File: src/hw/rtl/frlm_pkg.sv
// shared types and codes for the fifo resource lock manager
package frlm_pkg;

  localparam int unsigned KindW   = 1;
  localparam int unsigned ClientW = 3;
  localparam int unsigned ResW    = 2;
  localparam int unsigned ErrW    = 2;

  localparam logic [KindW-1:0] KIND_REQUEST = 1'b0;
  localparam logic [KindW-1:0] KIND_RELEASE = 1'b1;

  typedef enum logic [ErrW-1:0] {
    ERR_OK   = 2'd0,
    ERR_FULL = 2'd1,
    ERR_IDLE = 2'd2
  } err_e;

  typedef struct packed {
    logic [KindW-1:0]   kind;
    logic [ClientW-1:0] client;
    logic [ResW-1:0]    resource;
    logic               granted;
    logic [ClientW-1:0] grant_client;
    logic [ResW-1:0]    grant_resource;
    err_e               err;
  } item_t;

endpackage

File: src/hw/rtl/fifo_resource_lock_manager.sv
// top level: chain of resource cells, one cell per resource
// the item passes through the cells in order, each cell registers it before handing it on
// throughput: one item per cycle; each cell holds one queue and one waiter memory
// the whole chain holds while the result at the end is stalled
// reset clears valid bits, queue heads and counts; waiter memories are not cleared
module fifo_resource_lock_manager
  import frlm_pkg::*;
#(
  parameter int unsigned NUM_RESOURCES = 4,
  parameter int unsigned NUM_CLIENTS   = 8,
  parameter int unsigned QUEUE_DEPTH   = 8
) (
  input  logic               clk_i,
  input  logic               rst_ni,
  input  logic               valid_i,
  output logic               stall_o,
  input  logic [KindW-1:0]   kind_i,
  input  logic [ClientW-1:0] client_id_i,
  input  logic [ResW-1:0]    resource_id_i,
  output logic               valid_o,
  input  logic               stall_i,
  output logic               granted_o,
  output logic [ClientW-1:0] grant_client_o,
  output logic [ResW-1:0]    grant_resource_o,
  output logic [ErrW-1:0]    error_o
);

  logic  en;
  logic  vld  [NUM_RESOURCES+1];
  item_t item [NUM_RESOURCES+1];

  assign en      = !(vld[NUM_RESOURCES] && stall_i);
  assign stall_o = !en;

  // entry item: unknown resource answers by kind
  always_comb begin
    item[0].kind           = kind_i;
    item[0].client         = client_id_i;
    item[0].resource       = resource_id_i;
    item[0].granted        = 1'b0;
    item[0].grant_client   = '0;
    item[0].grant_resource = '0;
    item[0].err            = (kind_i == KIND_REQUEST) ? ERR_FULL : ERR_IDLE;
  end
  assign vld[0] = valid_i;

  for (genvar k = 0; k < NUM_RESOURCES; k++) begin : g_cell
    frlm_cell #(
      .IDX        (k),
      .NUM_CLIENTS(NUM_CLIENTS),
      .QUEUE_DEPTH(QUEUE_DEPTH)
    ) u_cell (
      .clk_i (clk_i),
      .rst_ni(rst_ni),
      .en_i  (en),
      .vld_i (vld[k]),
      .item_i(item[k]),
      .vld_o (vld[k+1]),
      .item_o(item[k+1])
    );
  end

  assign valid_o          = vld[NUM_RESOURCES];
  assign granted_o        = item[NUM_RESOURCES].granted;
  assign grant_client_o   = item[NUM_RESOURCES].grant_client;
  assign grant_resource_o = item[NUM_RESOURCES].grant_resource;
  assign error_o          = item[NUM_RESOURCES].err;

endmodule

File: src/hw/rtl/frlm_cell.sv
// one resource cell: queue state and waiter memory, passes the item on
module frlm_cell
  import frlm_pkg::*;
#(
  parameter int unsigned IDX         = 0,
  parameter int unsigned NUM_CLIENTS = 8,
  parameter int unsigned QUEUE_DEPTH = 8
) (
  input  logic  clk_i,
  input  logic  rst_ni,
  input  logic  en_i,
  input  logic  vld_i,
  input  item_t item_i,
  output logic  vld_o,
  output item_t item_o
);

  localparam int unsigned PW  = (QUEUE_DEPTH > 1) ? $clog2(QUEUE_DEPTH) : 1;
  localparam int unsigned CW  = $clog2(QUEUE_DEPTH + 1);
  localparam int unsigned SW  = PW + 1;
  localparam int unsigned NCW = 9;

  logic [ClientW-1:0] mem [QUEUE_DEPTH];
  logic [ClientW-1:0] rd_q;

  logic [PW-1:0] head_q, head_d, head_inc, tail;
  logic [CW-1:0] count_q, count_d;
  logic [SW-1:0] sum;
  logic          match, wr_en;
  logic          vld_q, pick_q, pick_d;
  item_t         item_q, item_d;

  assign match    = vld_i && (32'(item_i.resource) == IDX);
  assign head_inc = (head_q == PW'(QUEUE_DEPTH - 1)) ? '0 : head_q + PW'(1);
  assign sum      = SW'(head_q) + SW'(count_q);
  assign tail     = (sum >= SW'(QUEUE_DEPTH)) ? PW'(sum - SW'(QUEUE_DEPTH)) : PW'(sum);

  always_comb begin
    item_d  = item_i;
    head_d  = head_q;
    count_d = count_q;
    pick_d  = 1'b0;
    wr_en   = 1'b0;
    if (match) begin
      if (item_i.kind == KIND_REQUEST) begin
        if ((count_q < CW'(QUEUE_DEPTH)) &&
            (NCW'(item_i.client) < NCW'(NUM_CLIENTS))) begin
          wr_en      = 1'b1;
          count_d    = count_q + CW'(1);
          item_d.err = ERR_OK;
          if (count_q == '0) begin
            item_d.granted        = 1'b1;
            item_d.grant_client   = item_i.client;
            item_d.grant_resource = item_i.resource;
          end
        end else begin
          item_d.err = ERR_FULL;
        end
      end else begin
        if (count_q == '0) begin
          item_d.err = ERR_IDLE;
        end else begin
          head_d     = head_inc;
          count_d    = count_q - CW'(1);
          item_d.err = ERR_OK;
          if (count_q != CW'(1)) begin
            item_d.granted        = 1'b1;
            item_d.grant_resource = item_i.resource;
            pick_d                = 1'b1;
          end
        end
      end
    end
  end

  always_ff @(posedge clk_i or negedge rst_ni) begin
    if (!rst_ni) begin
      vld_q   <= 1'b0;
      pick_q  <= 1'b0;
      head_q  <= '0;
      count_q <= '0;
    end else if (en_i) begin
      vld_q   <= vld_i;
      pick_q  <= pick_d;
      head_q  <= head_d;
      count_q <= count_d;
    end
  end

  always_ff @(posedge clk_i) begin
    if (en_i) begin
      item_q <= item_d;
    end
  end

  // waiter memory, registered read of the next head
  always_ff @(posedge clk_i) begin
    if (en_i && wr_en) begin
      mem[tail] <= item_i.client;
    end
  end

  always_ff @(posedge clk_i) begin
    if (en_i) begin
      rd_q <= mem[head_inc];
    end
  end

  always_comb begin
    item_o = item_q;
    if (pick_q) begin
      item_o.grant_client = rd_q;
    end
  end

  assign vld_o = vld_q;

endmodule

File: config.mk
export PLATFORM = sky130hd
export DESIGN_NAME = fifo_resource_lock_manager
export DESIGN_NICKNAME = d
export VERILOG_FILES = /design/src/hw/rtl/frlm_pkg.sv /design/src/hw/rtl/fifo_resource_lock_manager.sv /design/src/hw/rtl/frlm_cell.sv
export SDC_FILE = /design/constraint.sdc
export NUM_CORES = 1
export LEC_CHECK = 0
export BUFFER_PORTS_ARGS = -buffer_cell sky130_fd_sc_hd__clkbuf_2
export CAP_MARGIN = 10
export CORE_ASPECT_RATIO = 0.5
export CORE_UTILIZATION = 50
export DETAILED_ROUTE_END_ITERATION = 12
export GPL_TIMING_DRIVEN = 0
export PLACE_DENSITY = 0.66
export SLEW_MARGIN = 10
export SYNTH_ARGS = -nofsm -noshare
export SYNTH_HDL_FRONTEND = slang
export SYNTH_SLANG_ARGS = --single-unit
File: constraint.sdc
create_clock -name clk_i -period 6.35 [get_ports clk_i]
set_input_delay 1.905 -clock clk_i [delete_from_list [all_inputs] [get_ports clk_i]]
set_output_delay 1.905 -clock clk_i [all_outputs]
set_load 0.02 [all_outputs]
==> results of run 1 <==
[how the worst max path moves through the flow]
stage             from      end  slack [ns]  cells past startpoint
2_1_floorplan  stall_i  stall_o        2.04                      3
3_3_place_gp   stall_i  stall_o        1.54                      5
3_5_place_dp   stall_i  stall_o        1.53                      5
4_1_cts        stall_i  stall_o        1.53                      5
5_1_grt        stall_i  stall_o        1.45                      5
6_report       stall_i  stall_o        1.55                      5
[metal layers]
layer | wire length [um] | part of all wire [%] | track usage (%)
met1 | 7310 | 47 | 24.2
met2 | 7650 | 49 | 31.7
met3 | 570 | 3.6 | 4.19
met4 | 98 | 0.63 | 4.87
met5 | 0 | 0 | 0
[cell usage after synthesis (all sizes together), types with 13 or more instances]
| cell type | count |
|---|---|
| edfxtp | 158 |
| nor2 | 54 |
| nand2 | 49 |
| dfrtp | 36 |
| o21ai | 33 |
| mux2 | 28 |
| ha | 25 |
| inv | 23 |
| a21oi | 22 |
| nand2b | 18 |
| buf | 17 |
| clkbuf | 14 |
| nor3 | 13 |
| o22ai | 13 |
[metrics by stage]
step	utilization (%)	instance area [sq um]
final	56.8	9880
after CTS	56.8	9880
after floorplan	-	8910
after global placement	53.4	9300
after global routing	56.8	9880
after detailed placement	53.4	9300
[cells by family after synthesis]
| family | synth area share [%] |
|---|---|
| xor gates and xnor gates | 1.38 |
| and+or+nand+nor | 13.0 |
| other | 0.0421 |
| buffers and inverters | 2.68 |
| DFF | 63.4 |
| muxes | 7.42 |
| adders and majority gates | 4.41 |
| AOI/OAI and AO/OA | 7.66 |
[final cells by class]
| cell class | instances | area, sq um | area share, % |
|---|---|---|---|
| clock buffers | 17 | 425 | 4.30 |
| well taps | 234 | 293 | 2.96 |
| multi-input cells | 411 | 3030 | 30.6 |
| clock inverters | 15 | 160 | 1.62 |
| plain buffers | 31 | 153 | 1.54 |
| repair buffers | 19 | 95.1 | 0.962 |
| inverters | 23 | 86.3 | 0.873 |
| flip-flops and latches | 194 | 5650 | 57.1 |
[state kept, by name (all words and copies together), names as in the netlist]
name                   count
g_cell.u_cell.mem         96
g_cell.u_cell.item_o      38
g_cell.u_cell.count_q     16
g_cell.u_cell.head_q      12
g_cell.u_cell.item_q      12
g_cell.u_cell.rd_q        12
g_cell.u_cell.pick_q       4
g_cell.u_cell.vld_o        4
[power by group]
group / switching, uW / total, uW / leakage, uW / internal [uW]
registers: 202 / 1960 / 0.00195 / 1760
clock network: 522 / 1050 / 0.000285 / 530
logic: 971 / 1700 / 0.00133 / 732
total: 1690 / 4720 / 0.00356 / 3020
==> metrics.yaml, run 1 <==
status: "complete, no violations"
areaGrowthSynthToFinish_pct: 11.0
cp.required_ns: 4.45
r2r_end: "g_cell[3].u_cell.mem[2][2]"
hold_path_depth: 0
timing.final.max_slew_violations: 0
fin_worst_skew_ns: 0.0134
reg2reg_slack_ns: 3.90
post-place-ws_ns: 1.53
cellPowerDensity_nw_per_um2: 477
rsz0062_at_grt: "false"
vias_per_cell: 5.48
antenna_left: 0
drt_iter0_drc: 296
p_leak_uw: 0.00356
hp-start: "g_cell[1].u_cell.item_o[8]"
slew_headroom_pct: 33.3
coreArea_sq_um: 17400
crit_chain: "clkbuf_2, nand2_2, inv_2, buf_2, clkbuf_2"
first_pass_iters: 5
grt_pass1_vias: 5088
gp_congestion: 0.823
path_class: "primary input to output pin"
postRouteWirelength_um: 15600
start_kind: "primary input"
cts_setup_buffers: 0
antenna_found_initial: 0
crit_family: "buffers and inverters"
vias: 5169
drc: 0
cts_tree: "built"
clock-sinks: 194
max_cap_violations: 0
post_cts_resized: 0
num_io_pins: 20
critPathArrivalTime_ns: 2.90
std_cell_rows: 34
vdd_drop_max_mv: 0.252
layout_common_cells: "158 x edfxtp_1, 51 x nor2_1, 48 x nand2_1"
gr-usage-all-layers_pct: 18.6
period_share_pct: 75.6
synth.avg_cell_area_sq_um: 13.5
hold_slack_ns: 0.458
grt_max_degree: 72
end_kind: "output pin"
clk_pin_slew_ns: 0.08
nFillCells: 1391
synth.yosys.seq_area_share_pct: 63.4
htree_num_levels: 4
drt-wirelength-per-cell_um: 16.6
root_buffer: "clkbuf_16"
cpMostUsedCell: "clkbuf_2"
synth_area_sq_um: 8910
mostFrequentLayoutCell: "edfxtp_1"
dp_hpwl_um: 10800
cts_buffers: 17
io_buffer_count: 19
die_y_um: 96.4
synthFlopType: "edfxtp_1"
fin_nets: 736
initial_utilization_pct: 51.2
hold_buffers: 0
path_max_fanout: 10
synthArstFlopShare_pct: 18.6
yosys-top-cells-area: "edfxtp_1 53%, dfrtp_1 10%, mux2_2 3.5%"
synth_top_area_share_pct: 53.3
worst_path_max_delay_cell: "buf_2"
dieArea_sq_um: 18400
hold_viol_final: 0
synth_edf_count: 158
cp.buffers_inverters: 4
clk_latency_ns: 0.43
synthDistinctLibCells: 70
max_stage_delay_ns: 0.32
grt_pass1_wl_um: 25900
setup_viol: 0
setup-tns-final_ns: 0
clock.fmax_mhz: 208
worst_pin_slew_ns: 1.00
die_w_um: 191
hold_class: "flip-flop to flip-flop"
drive_above_1_share_pct: 18.5
ys_warn_count: 0
whs_endpoint: "g_cell[2].u_cell.item_o[8]"
r2r_cells: 7
layout.cells.non_filler: 944
period_needed_ns: 4.80
placedCellCount: 912
power.total_uw: 4720
ys_ff_latch: 194
synthCells: 658
r2r-start: "g_cell[3].u_cell.count_q[0]"
num_antenna_cells: 0
finalWorstSetupSlack_ns: 1.55
synth_top_area_cell: "edfxtp_1"
cts_buffer_depth: 2
grt.overflow.total: 0
(Power assumes the default switching activity.)
==> run 2, diff against run 1 <==
--- a/config.mk
+++ b/config.mk
@@ -11,7 +11,7 @@
 export CORE_UTILIZATION = 50
 export DETAILED_ROUTE_END_ITERATION = 12
 export GPL_TIMING_DRIVEN = 0
-export PLACE_DENSITY = 0.66
+export PLACE_DENSITY = 0.69
 export SLEW_MARGIN = 10
 export SYNTH_ARGS = -nofsm -noshare
 export SYNTH_HDL_FRONTEND = slang
==> constraint.sdc (replaced) <==
create_clock -name clk_i -period 4 [get_ports clk_i]
set_input_delay 1.2 -clock clk_i [delete_from_list [all_inputs] [get_ports clk_i]]
set_output_delay 1.2 -clock clk_i [all_outputs]
set_load 0.02 [all_outputs]
==> metrics.yaml, run 2 (same netlist as run 1, synthesis figures left out) <==
status: "complete, no violations"
vias_per_cell: 5.48
rsz0062_at_grt: "false"
setup_viol: 0
drc: 0
gp_congestion: 0.822
grt.overflow.total: 0
post-place-ws_ns: 0.588
clk_pin_slew_ns: 0.08
cts_buffer_depth: 2
cts_setup_buffers: 0
first_pass_iters: 5
cts_buffers: 17
cellPowerDensity_nw_per_um2: 758
max_stage_delay_ns: 0.32
nFillCells: 1370
whs_endpoint: "g_cell[2].u_cell.item_o[8]"
clock-sinks: 194
die_y_um: 96.4
drt_iter0_drc: 227
vias: 5169
initial_utilization_pct: 51.2
postRouteWirelength_um: 15700
largest_register_ffs: 96
r2r_cells: 5
fin_worst_skew_ns: 0.0131
hold_class: "flip-flop to flip-flop"
worst_path_max_delay_cell: "buf_2"
dp_hpwl_um: 10800
setup-tns-final_ns: 0
root_buffer: "clkbuf_16"
crit_family: "buffers and inverters"
cp.buffers_inverters: 4
cp.required_ns: 2.80
reg2reg_slack_ns: 1.57
antenna_left: 0
regMostFlops: "g_cell.u_cell.mem"
start_kind: "primary input"
mostFrequentLayoutCell: "edfxtp_1"
max_cap_violations: 0
vdd_drop_max_mv: 0.333
path_class: "primary input to output pin"
path_max_fanout: 10
clock.fmax_mhz: 293
cpMostUsedCell: "clkbuf_2"
clk_latency_ns: 0.43
coreArea_sq_um: 17400
layout_common_cells: "158 x edfxtp_1, 51 x nor2_1, 48 x nand2_1"
grt_pass1_vias: 4972
cts_tree: "built"
num_io_pins: 20
finalWorstSetupSlack_ns: 0.584
htree_num_levels: 4
hold_buffers: 0
hold_path_depth: 0
crit_chain: "clkbuf_2, nand2_2, inv_2, buf_2, clkbuf_2"
critPathArrivalTime_ns: 2.22
drt-wirelength-per-cell_um: 16.6
post_cts_resized: 0
io_buffer_count: 19
die_w_um: 191
worst_pin_slew_ns: 0.979
gr-usage-all-layers_pct: 18.3
slew_headroom_pct: 34.7
hold_viol_final: 0
grt_pass1_wl_um: 25600
hp-start: "g_cell[1].u_cell.item_o[8]"
drive_above_1_share_pct: 18.3
fin_nets: 736
multi_input_area_sq_um: 3030
std_cell_rows: 34
period_needed_ns: 3.42
antenna_found_initial: 0
p_leak_uw: 0.00356
grt_max_degree: 72
period_share_pct: 85.4
end_kind: "output pin"
dieArea_sq_um: 18400
r2r-start: "g_cell[1].u_cell.count_q[0]"
areaGrowthSynthToFinish_pct: 10.8
num_antenna_cells: 0
sequential_cell_area_sq_um: 5650
r2r_end: "g_cell[1].u_cell.mem[6][2]"
timing.final.max_slew_violations: 0
[run 2: cell types whose count changed in the layout (fill, tap and decap cells not counted), sizes merged]
cell / previous run / this run
clkinvlp: 2 / 0
clkinv: 4 / 6
inv: 32 / 31
clkbuf: 50 / 51
[run 2: worst max-delay path by stage]
stage	start	to	slack [ns]	depth (start not counted)
3_5_place_dp	stall_i	stall_o	0.59	5
2_1_floorplan	stall_i	stall_o	1.10	3
5_1_grt	stall_i	stall_o	0.49	5
4_1_cts	stall_i	stall_o	0.59	5
6_report	stall_i	stall_o	0.58	5
3_3_place_gp	stall_i	stall_o	0.60	5
[run 2: final cells by class]
type	instances	share of cell area, %
Sequential cell	194	57.2
Multi-Input combinational cell	411	30.7
Clock buffer	18	4.35
Tap cell	234	2.97
Buffer	31	1.55
Clock inverter	14	1.41
Timing Repair Buffer	19	0.964
Inverter	23	0.875
[run 2: routing by layer]
layer,vias to the layer above,GRT usage [%],wire length (um)
met3,13,4.01,549
met2,88,30.8,7620
li1,2534,-,-
met5,-,0,0
met1,2534,24.5,7400
met4,0,4.40,131
[run 2: stage by stage]
| stage | cell area [sq um] | hold WS (ns) | utilization [%] | instances | total power (uW) |
|---|---|---|---|---|---|
| after floorplan | 8910 | 0.417 | - | 659 | 5180 |
| after global placement | 9300 | 0.432 | 53.4 | 912 | 5770 |
| after detailed placement | 9300 | 0.431 | 53.4 | 912 | 5860 |
| after CTS | 9870 | 0.448 | 56.7 | 944 | 7520 |
| after global routing | 9870 | 0.492 | 56.7 | 944 | 7970 |
| final | 9870 | 0.446 | 56.7 | 944 | 7480 |
[run 2: power breakdown]
part	internal (uW)	switching, uW
sequential	2790	319
clock	830	823
combinational	1170	1550
total	4790	2690
